===== src/design/tslf_pkg.sv =====
`timescale 1ns / 1ps
// ----------------------------------------------------------------------------
// tslf_pkg: shared types, constants and helpers of the scene layer fader
// Holds the scene entry layout, the per-cell control struct, command and
// register codes, and the blend and saturating time helpers.
// ----------------------------------------------------------------------------
package tslf_pkg;

  localparam int MAX_SCENES = 8;
  localparam int STEP_W     = $clog2(MAX_SCENES + 1);

  localparam logic [2:0] CMD_TICK   = 3'd0;
  localparam logic [2:0] CMD_SET    = 3'd1;
  localparam logic [2:0] CMD_REMOVE = 3'd2;
  localparam logic [2:0] CMD_EXTEND = 3'd3;
  localparam logic [2:0] CMD_QUERY  = 3'd4;
  localparam logic [2:0] CMD_MANUAL = 3'd5;

  localparam logic [2:0] REG_BG_BRIGHT = 3'd0;
  localparam logic [2:0] REG_BG_MIREK  = 3'd1;
  localparam logic [2:0] REG_BG_X      = 3'd2;
  localparam logic [2:0] REG_BG_Y      = 3'd3;
  localparam logic [2:0] REG_GAIN      = 3'd4;
  localparam logic [2:0] REG_MIN_DIM   = 3'd5;

  localparam logic [16:0] Q16_ONE     = 17'h10000;
  localparam logic [13:0] BRIGHT_MAX  = 14'd10000;
  localparam logic [12:0] PCT_RECIP   = 13'd5243;  // 2^19 / 100, rounded up
  localparam logic [10:0] TR_MANUAL   = 11'd1000;
  localparam logic [10:0] TR_SCENE    = 11'd2000;

  typedef struct packed {
    logic        valid;
    logic [7:0]  id;
    logic [31:0] fade;
    logic [47:0] start_ms;
    logic [47:0] rel_ms;
    logic [31:0] hold;
    logic [13:0] level;
    logic [9:0]  mirek;
    logic [9:0]  x;
    logic [9:0]  y;
  } entry_t;

  typedef struct packed {
    logic shift;
    logic load;
    logic extend;
  } cell_ctl_t;

  // Q16 crossfade, truncated.
  function automatic logic [13:0] blend(input logic [13:0] cur, input logic [13:0] scn,
                                        input logic [16:0] w);
    logic [31:0] acc;
    acc = 32'(cur) * 32'(Q16_ONE - w) + 32'(scn) * 32'(w);
    return acc[29:16];
  endfunction

  // Time plus a delay, saturated to the 48-bit range.
  function automatic logic [47:0] sat_add48(input logic [47:0] a, input logic [31:0] b);
    logic [48:0] s;
    s = {1'b0, a} + 49'(b);
    return s[48] ? '1 : s[47:0];
  endfunction

endpackage


===== src/design/tslf_cell.sv =====
`timescale 1ns / 1ps
// ----------------------------------------------------------------------------
// tslf_cell: one scene cell of the ordered scene chain
// Holds one scene; loads a new one, takes its right neighbor on a shift,
// and extends its own release when the extend key matches.
// ----------------------------------------------------------------------------
module tslf_cell import tslf_pkg::*; (
  input  logic        clk,
  input  logic        rst,
  input  cell_ctl_t   ctl,
  input  entry_t      nxt,
  input  entry_t      fresh,
  input  logic [7:0]  key,
  input  logic [47:0] motion,
  output entry_t      ent,
  output logic        match
);

  logic [47:0] ext_ms;

  assign match  = ent.valid && (ent.id == key);
  assign ext_ms = sat_add48(motion, ent.hold);

  always_ff @(posedge clk) begin
    if (rst) begin
      ent.valid <= 1'b0;
    end else if (ctl.load) begin
      ent <= fresh;
    end else if (ctl.shift) begin
      ent <= nxt;
    end else if (ctl.extend && match && (ent.rel_ms < ext_ms)) begin
      ent.rel_ms <= ext_ms;
    end
  end

endmodule


===== config.mk =====
export PLATFORM = sky130hd
export DESIGN_NAME = tslf_cell
export DESIGN_NICKNAME = d
export VERILOG_FILES = /design/src/design/tslf_pkg.sv /design/src/design/tslf_cell.sv
export SDC_FILE = /design/constraint.sdc
export NUM_CORES = 1
export LEC_CHECK = 0
export ABC_AREA = 1
export BUFFER_PORTS_ARGS = -buffer_cell sky130_fd_sc_hd__buf_2
export CORE_AREA = 10 10 263 265
export CTS_CLUSTER_SIZE = 24
export DETAILED_ROUTE_END_ITERATION = 7
export DIE_AREA = 0 0 273 275
export PLACE_DENSITY = 0.46
export SLEW_MARGIN = 10
export SYNTH_ARGS = -nofsm -noshare
export SYNTH_HDL_FRONTEND = slang
export SYNTH_SLANG_ARGS = --single-unit
export TNS_END_PERCENT = 50

===== constraint.sdc =====
create_clock -name clk -period 27.6 [get_ports clk]
set_input_delay 1.38 -clock clk [delete_from_list [all_inputs] [get_ports clk]]
set_output_delay 1.38 -clock clk [all_outputs]
set_load 0.05 [all_outputs]

==> qor.yml <==
worst_setup_path:
  worstReg2RegStart: "ent[63]$_DFFE_PP_"
  ff2ff_path_depth: 22
  worstPathRequired_ns: 27.76
  endpoint_kind: "flop"
  cp-start-kind: "input port"
  worstSetupEndpoint: "ent[81]$_DFFE_PP_"
  worstPathMaxFanout: 48
  r2r-end: "ent[81]$_DFFE_PP_"
  critPathLaunch: "motion[19]"
  critPathKind: "in2reg"
  cp.arrival_ns: 5.93
  regToRegSetupSlack_ns: 22.22
logic_synthesis:
  netlist_top_cells_area: "edfxtp_1 (47%), nand2_1 (21%), ha_1 (7.4%)"
  syn-num-nets: 2264
  synth_edf_count: 212
  seq_area_frac_synth: 0.4758
  syn_avg_cell_area_sq_um: 7.910
  yosysWarningCount: 0
  syn_inst: 1697
  synth_cell_types: 49
  yosysTopAreaCell: "edfxtp_1"
  synthFlopType: "edfxtp_1"
  ys_seq_elements: 213
  synthArstFlopShare: 0
  yosys.area.top_type_share: 0.4743
  syn_area_sq_um: 13420
die:
  die_x_um: 273
  fp.dieArea_sq_um: 75080
  initial_core_util: 0.2101
  row_count: 93
  ios: 701
  die_y_um: 275
  core_sq_um: 63880
placed_design:
  dpl.hpwl_um: 55610
  place_ws_ns: 20.81
  post_dp_cell_area_sq_um: 17830
  place.gp.congestion: 0.8725
  io_buffers: 700
route:
  drcViolationCount: 0
  vias_per_cell: 4.285
  vias: 13970
  drt_iter0_drc: 734
  routed_wl_um: 65920
  dr.pass1.iters: 7
  wire_per_inst_um: 20.23
  antenna_left: 0
clock_network:
  clk_path_buf_depth: 3
  cts_hold_buf: 0
  cts_inserted_buffers: 27
  cts-resized-gates: 0
  cts.sinks: 213
  clk_latency_ns: 0.57
  clkSlewWorstSetupHoldPaths_ns: 0.06
  htree_levels: 1
  tritoncts: "built"
  cts_setup_buffers: 0
  clockRootBuffer: "clkbuf_16"
timing:
  post-route-period-util: 0.2090
  period_minus_slack_ns: 5.769
  setup_violations: 0
  setup_ws_ns: 21.83
  rsz0062_at_grt: "false"
  worst_slew_pin_slew_ns: 1.045
  timing.final.max_slew_violations: 0
  setup_tns_ns: 0
  clock.fmax_mhz: 173.3
  finClkSkew_ns: 0.01043
  max_slew_margin: 0.3037
  hold_viol: 0
global_route:
  grt_pass1_vias: 14510
  antenna_found_initial: 30
  grt_usage: 0.1637
  grt_pass1_wl_um: 92740
  grt.overflow.total: 0
  grt_max_degree: 144
finish:
  largest_register: "ent"
  syn2layout_area_growth_pct: 39.90
  final_nets: 2938
  drive_above_1_share: 0.3269
  layout_common_cells: "nand2_1 (751), buf_2 (699), edfxtp_1 (212)"
  final_util: 0.2939
  fill_cells: 7054
  layout_commonest_cell: "nand2_1"
  largest_register_ffs: 213
  final_area_sq_um: 18780
  largest_registers: "ent x213"
pwr:
  p_leak_nw: 9.183
  power_density_nw_per_um2: 61.48
  peakVddDrop_v: 0.00004125
run:
  cap_violations: 0
outcome:
  status: "complete, no violations"
worst_hold_path:
  hold_path_class: "reg2reg"
  hold_path_startpoint: "ent[212]$_SDFFE_PP0N_"
-- per-stage QoR --
step	hold slack, ns	total power [W]	instances
after floorplan	0.7506	0.0006577	1697
after global placement	0.5407	0.0007893	3197
after detailed placement	0.5523	0.0007900	3197
after CTS	0.5626	0.001173	3247
after global routing	0.6313	0.001217	3257
final	0.5690	0.001154	3259
-- power breakdown --
part	leakage (nW)	internal (W)	switching, W
clock network	0.439	0.000226	0.000149
registers	2.03	0.000394	0.0000156
logic	6.72	0.000105	0.000265
total	9.18	0.000725	0.000429
-- critical path, cell delays in order --
cell     delay [ns]
buf_2          0.10
ha_1           0.40
nand2_1        0.13
nor2_1         0.16
inv_1          0.08
nor2_1         0.09
inv_1          0.05
nor3_1         0.33
nand3_1        0.27
nand3_1        0.25
and2_1         0.21
nand3_1        0.08
nand3_1        0.13
inv_1          0.06
ha_1           0.29
nand4_1        0.11
nor3_1         0.28
nor4b_1        0.55
nand2_1        0.16
nor4_1         0.20
nand2_1        0.09
nand2_1        0.11
nand2_4        0.38
-- cell usage after synthesis, types with 4 or more instances --
| master | count |
|---|---|
| o21ai_0 | 76 |
| a21boi_0 | 4 |
| a31oi_1 | 9 |
| a211oi_1 | 7 |
| a21o_1 | 4 |
| a21oi_1 | 62 |
| inv_1 | 109 |
| o21bai_1 | 8 |
| xor2_1 | 16 |
| clkbuf_1 | 50 |
| nor3_1 | 28 |
| o21ai_1 | 43 |
| ha_1 | 79 |
| nand2_1 | 752 |
| nor2_1 | 128 |
| nor2_2 | 4 |
| o221ai_1 | 4 |
| o21ai_2 | 5 |
| inv_2 | 6 |
| or2_2 | 4 |
| nand2_2 | 8 |
| edfxtp_1 | 212 |
| buf_1 | 6 |
| nand4_1 | 12 |
| nand3_1 | 26 |
-- routing by layer --
layer  wire length (um)  up-vias  global-route usage
met5                 91        -                   0
met1              26390     6404              0.1902
met2              33450      468              0.2910
met4               1596       12             0.05045
li1                   -     6987                   -
met3               4393       94             0.04194
-- worst min path at each step --
| stage | cells past startpoint | slack, ns | to |
|---|---|---|---|
| floorplan | 2 | 0.75 | ent[212]$_SDFFE_PP0N_ |
| global route | 2 | 0.63 | ent[212]$_SDFFE_PP0N_ |
| detailed placement | 2 | 0.55 | ent[212]$_SDFFE_PP0N_ |
| global placement | 2 | 0.54 | ent[212]$_SDFFE_PP0N_ |
| finish | 2 | 0.57 | ent[212]$_SDFFE_PP0N_ |
| CTS | 2 | 0.56 | ent[212]$_SDFFE_PP0N_ |
-- cell families (layout without fill, tap and decap cells) --
group,after synthesis,in the layout,synth area share
compound gates,235,235,0.09899
xor+xnor,19,19,0.01240
fa+ha+maj,80,80,0.07513
buf+inv,176,871,0.05043
flops,213,213,0.4758
other cells,0,12,0
simple gates,974,974,0.2873
-- area by class of cell --
cell class,instances,area [sq um],area share
Clock buffer,32,694.4,0.03698
Sequential cell,213,6386,0.3401
Timing Repair Buffer,705,3562,0.1897
Antenna cell,12,30.03,0.001599
Tap cell,855,1070,0.05697
Clock inverter,18,220.2,0.01173
Inverter,116,440.4,0.02345
Multi-Input combinational cell,1308,6375,0.3395
Note: power is estimated with default switching activity, not from simulation.
