**config.mk**
```make
export PLATFORM = sky130hd
export DESIGN_NAME = tslf_div
export DESIGN_NICKNAME = d
export VERILOG_FILES = /design/src/design/tslf_pkg.sv /design/src/design/tslf_div.sv
export SDC_FILE = /design/constraint.sdc
export NUM_CORES = 1
export LEC_CHECK = 0
export BUFFER_PORTS_ARGS = -buffer_cell sky130_fd_sc_hd__clkbuf_2
export CELL_PAD_IN_SITES_DETAIL_PLACEMENT = 1
export CELL_PAD_IN_SITES_GLOBAL_PLACEMENT = 1
export CORE_ASPECT_RATIO = 1.75
export CORE_MARGIN = 2
export CORE_UTILIZATION = 35
export DETAILED_ROUTE_END_ITERATION = 10
export PLACE_DENSITY = 0.73
export RECOVER_POWER = 100
export SYNTH_ARGS = -nofsm -noshare
export SYNTH_HDL_FRONTEND = slang
export SYNTH_SLANG_ARGS = --single-unit
```
**constraint.sdc**
```tcl
create_clock -name clk -period 5.4 [get_ports clk]
set_input_delay 0.27 -clock clk [delete_from_list [all_inputs] [get_ports clk]]
set_output_delay 0.27 -clock clk [all_outputs]
set_load 0.005 [all_outputs]
```
**src/design/tslf_pkg.sv**
```systemverilog
`timescale 1ns / 1ps
// ----------------------------------------------------------------------------
// tslf_pkg: shared types, constants and helpers of the scene layer fader
// Holds the scene entry layout, the per-cell control struct, command and
// register codes, and the blend and saturating time helpers.
// ----------------------------------------------------------------------------
package tslf_pkg;

  localparam int MAX_SCENES = 8;
  localparam int STEP_W     = $clog2(MAX_SCENES + 1);

  localparam logic [2:0] CMD_TICK   = 3'd0;
  localparam logic [2:0] CMD_SET    = 3'd1;
  localparam logic [2:0] CMD_REMOVE = 3'd2;
  localparam logic [2:0] CMD_EXTEND = 3'd3;
  localparam logic [2:0] CMD_QUERY  = 3'd4;
  localparam logic [2:0] CMD_MANUAL = 3'd5;

  localparam logic [2:0] REG_BG_BRIGHT = 3'd0;
  localparam logic [2:0] REG_BG_MIREK  = 3'd1;
  localparam logic [2:0] REG_BG_X      = 3'd2;
  localparam logic [2:0] REG_BG_Y      = 3'd3;
  localparam logic [2:0] REG_GAIN      = 3'd4;
  localparam logic [2:0] REG_MIN_DIM   = 3'd5;

  localparam logic [16:0] Q16_ONE     = 17'h10000;
  localparam logic [13:0] BRIGHT_MAX  = 14'd10000;
  localparam logic [12:0] PCT_RECIP   = 13'd5243;  // 2^19 / 100, rounded up
  localparam logic [10:0] TR_MANUAL   = 11'd1000;
  localparam logic [10:0] TR_SCENE    = 11'd2000;

  typedef struct packed {
    logic        valid;
    logic [7:0]  id;
    logic [31:0] fade;
    logic [47:0] start_ms;
    logic [47:0] rel_ms;
    logic [31:0] hold;
    logic [13:0] level;
    logic [9:0]  mirek;
    logic [9:0]  x;
    logic [9:0]  y;
  } entry_t;

  typedef struct packed {
    logic shift;
    logic load;
    logic extend;
  } cell_ctl_t;

  // Q16 crossfade, truncated.
  function automatic logic [13:0] blend(input logic [13:0] cur, input logic [13:0] scn,
                                        input logic [16:0] w);
    logic [31:0] acc;
    acc = 32'(cur) * 32'(Q16_ONE - w) + 32'(scn) * 32'(w);
    return acc[29:16];
  endfunction

  // Time plus a delay, saturated to the 48-bit range.
  function automatic logic [47:0] sat_add48(input logic [47:0] a, input logic [31:0] b);
    logic [48:0] s;
    s = {1'b0, a} + 49'(b);
    return s[48] ? '1 : s[47:0];
  endfunction

endpackage

```
**src/design/tslf_div.sv**
```systemverilog
`timescale 1ns / 1ps
// ----------------------------------------------------------------------------
// tslf_div: Q16 ratio unit
// Computes floor(num * 65536 / den) for num <= den, one quotient bit per
// cycle into a 17-bit quotient; done pulses for one cycle with the quotient.
// ----------------------------------------------------------------------------
module tslf_div import tslf_pkg::*; (
  input  logic        clk,
  input  logic        rst,
  input  logic        start,
  input  logic [31:0] num,
  input  logic [31:0] den,
  output logic        done,
  output logic [16:0] q
);

  logic [32:0] rem;
  logic [31:0] dv;
  logic [4:0]  cnt;
  logic        busy;
  logic [32:0] trial;

  assign trial = (cnt == 5'd0) ? rem : {rem[31:0], 1'b0};

  always_ff @(posedge clk) begin
    if (rst) begin
      busy <= 1'b0;
      done <= 1'b0;
      cnt  <= '0;
    end else begin
      done <= 1'b0;
      if (start) begin
        busy <= 1'b1;
        rem  <= {1'b0, num};
        dv   <= den;
        cnt  <= '0;
        q    <= '0;
      end else if (busy) begin
        if (trial >= {1'b0, dv}) begin
          rem <= trial - {1'b0, dv};
          q   <= {q[15:0], 1'b1};
        end else begin
          rem <= trial;
          q   <= {q[15:0], 1'b0};
        end
        if (cnt == 5'd16) begin
          busy <= 1'b0;
          done <= 1'b1;
        end
        cnt <= cnt + 5'd1;
      end
    end
  end

endmodule

```
==> metrics.md <==
| Metric | Value |
|---|---|
| Status | `complete, but fails checks` |
| Failing checks | `max-capacitance violations, max-slew violations` |
| Row count | `63` |
| Power, Total | `2.324 mW` |
| Via density per instance | `5.261` |
| Antenna violations before repair | `0` |
| Global-route wire length before repair | `26.75 mm` |
| Hold Path Origin | `den[26]` |
| Final weighted congestion of routability-driven global placement | `0.9255` |
| Fraction of power consumed by sequential logic | `0.369` |
| Clock skew | `14.21 ps` |
| Switching Fraction | `0.3293` |
| Number of max-cap violations | `1` |
| Syn nets | `697` |
| Most common cell after layout, fill and taps aside | `edfxtp_1` |
| Area fraction in compound gates after synthesis | `0.1535` |
| Dominant delay contributor by cell family on the critical path | `simple AND/OR/NAND/NOR gates` |
| Top-level I/O count | `85` |
| Total of flip-flops plus latches after synthesis | `89` |
| Max Slew Vio Count | `44` |
| Adder-Cell Fraction of Synth Area | `0.07417` |
| Gate power share | `0.350` |
| Distinct cells, synth | `65` |
| Prevailing post-synth register cell | `edfxtp_1` |
| Area share of and/or/nand/nor cells after synthesis | `0.1498` |
| Fraction of layout cells with a size suffix above 1 | `0.1950` |
| Overall via count from detail_route | `4782` |
| Final setup violation count | `0` |
| Clock latency of the later-clocked register in the worst-skew pair | `360 ps` |
| Warnings from Yosys | `0` |
| Initial detailed-routing violation count | `141` |
| Input/output buffers | `84` |
| Final sum of negative setup slack | `0 ps` |
| Count of flip-flops with a built-in enable after synthesis | `82` |
| End point of the worst hold path | `dv[26]$_DFFE_PP_` |
| Die area | `18260 µm²` |
| Share of total power in the clock network | `0.281` |
| Max Root-Sink Buffers | `2` |
| Area of the core region | `16870 µm²` |
| Commonest cells after routing, fill and taps aside | `82 x edfxtp_1, 69 x clkbuf_2, 50 x a21oi_1` |
| Total global-route track usage | `0.1919` |
| Pin count of the biggest net entering global routing | `47` |
| Mean cell area of the mapped netlist | `10.09 µm²` |
| Fraction of the cycle the final worst path needs | `0.8758` |
| Routed wire per std cell | `18.33 µm` |
| Number of cells produced by synthesis | `595` |
| Number of buffers created by CTS | `9` |
| Worst setup slack for register-to-register paths | `670 ps` |
| Cell Int Power | `1.559 mW` |
| Final cell count without fillers | `909` |
| Layout Utilization | `0.4120` |
| Clock slew seen by the registers of the worst setup and hold paths | `70 ps` |
| Worst-margin pin slew | `2061 ps` |
| Count of inserted antenna diode cells | `0` |
| Resized cells post-CTS | `0` |
| Area added between synthesis and finish | `15.73%` |
| Largest family of logic cells by synthesized area | `compound AO/OA/AOI/OAI gates` |
| Buffers & Inverters on Critical Path | `3` |
| Start-to-end type of the worst setup path | `flip-flop to flip-flop` |
| Post-Syn Area | `6006 µm²` |
| R2r worst-path depth | `15` |
| Width of the chip | `103.0 µm` |
| Crit path required time | `5490 ps` |
| Crit. End Element | `flip-flop` |
| Slowest stage cell, crit path | `or3_1` |
| Final Hold Slack | `89.93 ps` |
| Async set-reset flop share out of synthesis | `0` |
| Layout net count | `779` |
| Slew Limit Headroom | `-0.3739` |
| Initial cell density of the core | `0.3560` |
| Classification of the worst-slack hold path | `input port to flip-flop` |
| Post-synthesis mux area share | `0.1017` |
| Final routed DRC violation total | `0` |
| Maximum VDD drop | `0.2655 mV` |
| Power Dens Cells | `334.4 nW/µm²` |
| Number of levels the H-tree was split into | `3` |
| Launching element type of the critical path | `flip-flop` |
| Half-perimeter wire length after placement | `12.81 mm` |
| CTS tree | `built` |
| Hold Path Depth | `1` |
| Aggregate routed wire length | `16.66 mm` |
| Number of search-and-repair iterations in the first detailed-routing pass | `4` |
| Critical path cell sequence | `inv_1 > ha_1 > nor4b_4 > buf_12 > mux2_1 > ha_1 > a21oi_1 > o21ai_0 > or3_1 > nor3_1 > nor3_2 > a41o_1 > clkbuf_2 > mux2_1 > mux2_4` |
| Data arrival time of the critical path | `4820 ps` |
| Critical Path Fanout Max | `31` |
| Unrepaired setup endpoints after global routing | `false` |
| Reg2reg start | `cnt[0]$_SDFFE_PP0P_` |
| Leakage | `2.943 nW` |
| Share of the yosys chip area belonging to registers | `0.4333` |
| Endpoint of the lowest-slack register-to-register path | `rem[12]$_DFFE_PP_` |
| Count of final hold-check violations | `0` |
| Sink count of the clock tree | `89` |
| Via count of the first global-routing pass | `5309` |
| Xor/xnor cell area share of the yosys netlist | `0.04375` |
| Postcts setup bufs | `0` |
| Number of nets still failing antenna checks after routing | `0` |
| Global-route congestion overflow total | `0` |
| Final Critical Period | `4729 ps` |
| Number of hold buffers added after cts | `0` |
| Maximum cell stage delay along the critical path | `410 ps` |
| CTS Root Buffer Type | `clkbuf_16` |
| Net switching power | `765.4 µW` |
| Placed Instances | `893` |
| Achievable frequency | `211.4 MHz` |
| Die height | `177.3 µm` |
synthesized netlist by cell type (2+ instances only):
cell type / n / area (µm²)
nor4_1: 3 / 18.77
a221o_1: 2 / 20.02
edfxtp_1: 82 / 2462
xnor2_1: 18 / 157.7
and4_1: 2 / 17.52
mux2_4: 6 / 90.09
o31ai_1: 2 / 15.01
xor2_1: 12 / 105.1
a41o_1: 2 / 20.02
mux2i_1: 16 / 160.2
clkbuf_1: 13 / 48.80
a211oi_1: 2 / 15.01
buf_2: 3 / 15.01
o2111ai_1: 2 / 17.52
mux2_2: 32 / 360.4
o21a_1: 2 / 15.01
ha_1: 34 / 425.4
o21ai_0: 34 / 170.2
buf_4: 2 / 15.01
a31oi_1: 6 / 37.54
and3_1: 7 / 43.79
or3_1: 2 / 12.51
a21oi_1: 50 / 250.2
o21bai_1: 4 / 30.03
a211o_1: 3 / 26.28
nand2_1: 48 / 180.2
o211ai_1: 3 / 22.52
a2bb2oi_1: 2 / 17.52
a311o_1: 2 / 20.02
nor2_1: 46 / 172.7
nor2b_1: 21 / 131.4
buf_6: 2 / 22.52
nand3_1: 10 / 50.05
dfxtp_1: 7 / 140.1
and2_1: 4 / 25.02
nand4_1: 7 / 43.79
inv_1: 41 / 153.9
nand2b_1: 6 / 37.54
a21o_1: 20 / 150.1
a31o_2: 2 / 17.52
nor3_1: 9 / 45.04
how the worst max path moves through the flow:
stage | startpoint | end | slack (ps) | cells past startpoint
finish | cnt[0]$_SDFFE_PP0P_ | rem[12]$_DFFE_PP_ | 670 | 15
global route | cnt[0]$_SDFFE_PP0P_ | rem[20]$_DFFE_PP_ | 330 | 15
CTS | cnt[0]$_SDFFE_PP0P_ | rem[12]$_DFFE_PP_ | 850 | 15
detailed placement | cnt[0]$_SDFFE_PP0P_ | rem[6]$_DFFE_PP_ | 880 | 15
global placement | cnt[0]$_SDFFE_PP0P_ | rem[12]$_DFFE_PP_ | 940 | 15
floorplan | cnt[0]$_SDFFE_PP0P_ | rem[12]$_DFFE_PP_ | 910 | 16
cells by family after synthesis:
family,Yosys count
compound gates,146
xor+xnor,30
fa+ha+maj,35
buf+inv,63
flops,89
mux,54
simple gates,178
through the flow:
stage / setup WS, ps / instance area, µm²
3_5_place_dp: 876.1 / 6701
6_report: 670.7 / 6950
3_3_place_gp: 938.0 / 6701
4_1_cts: 847.2 / 7009
2_1_floorplan: 909.2 / 6006
5_1_grt: 332.6 / 6950
power by group through the flow:
stage / clock, mW / sequential (mW) / combinational [mW]
2_1_floorplan: 0 / 0.862 / 0.611
3_3_place_gp: 0 / 0.869 / 0.809
3_5_place_dp: 0 / 0.873 / 0.831
4_1_cts: 0.671 / 0.858 / 0.837
5_1_grt: 0.688 / 0.864 / 0.906
6_report: 0.652 / 0.858 / 0.814
sequential cells by signal, indices dropped and copies added (netlist names):
signal and count:
busy 1, cnt 5, done 1, dv 32
q 17, rem 33
layer usage:
| metal | GRT usage | routed length (µm) | vias to the layer above |
|---|---|---|---|
| met1 | 0.2018 | 6209 | 2335 |
| li1 | - | - | 2338 |
| met3 | 0.02804 | 442 | 28 |
| met5 | 0 | 0 | - |
| met4 | 0.08059 | 485 | 0 |
| met2 | 0.3658 | 9521 | 81 |
area by class of cell:
class / instances / area (µm²)
Clock buffer: 13 / 260.3
Clock inverter: 3 / 47.55
Fill cell: 1995 / 9918
Inverter: 42 / 157.7
Multi-Input combinational cell: 443 / 3143
Sequential cell: 89 / 2603
Tap cell: 227 / 284.0
Timing Repair Buffer: 92 / 455.4
Note: power is estimated with default switching activity, not from simulation.
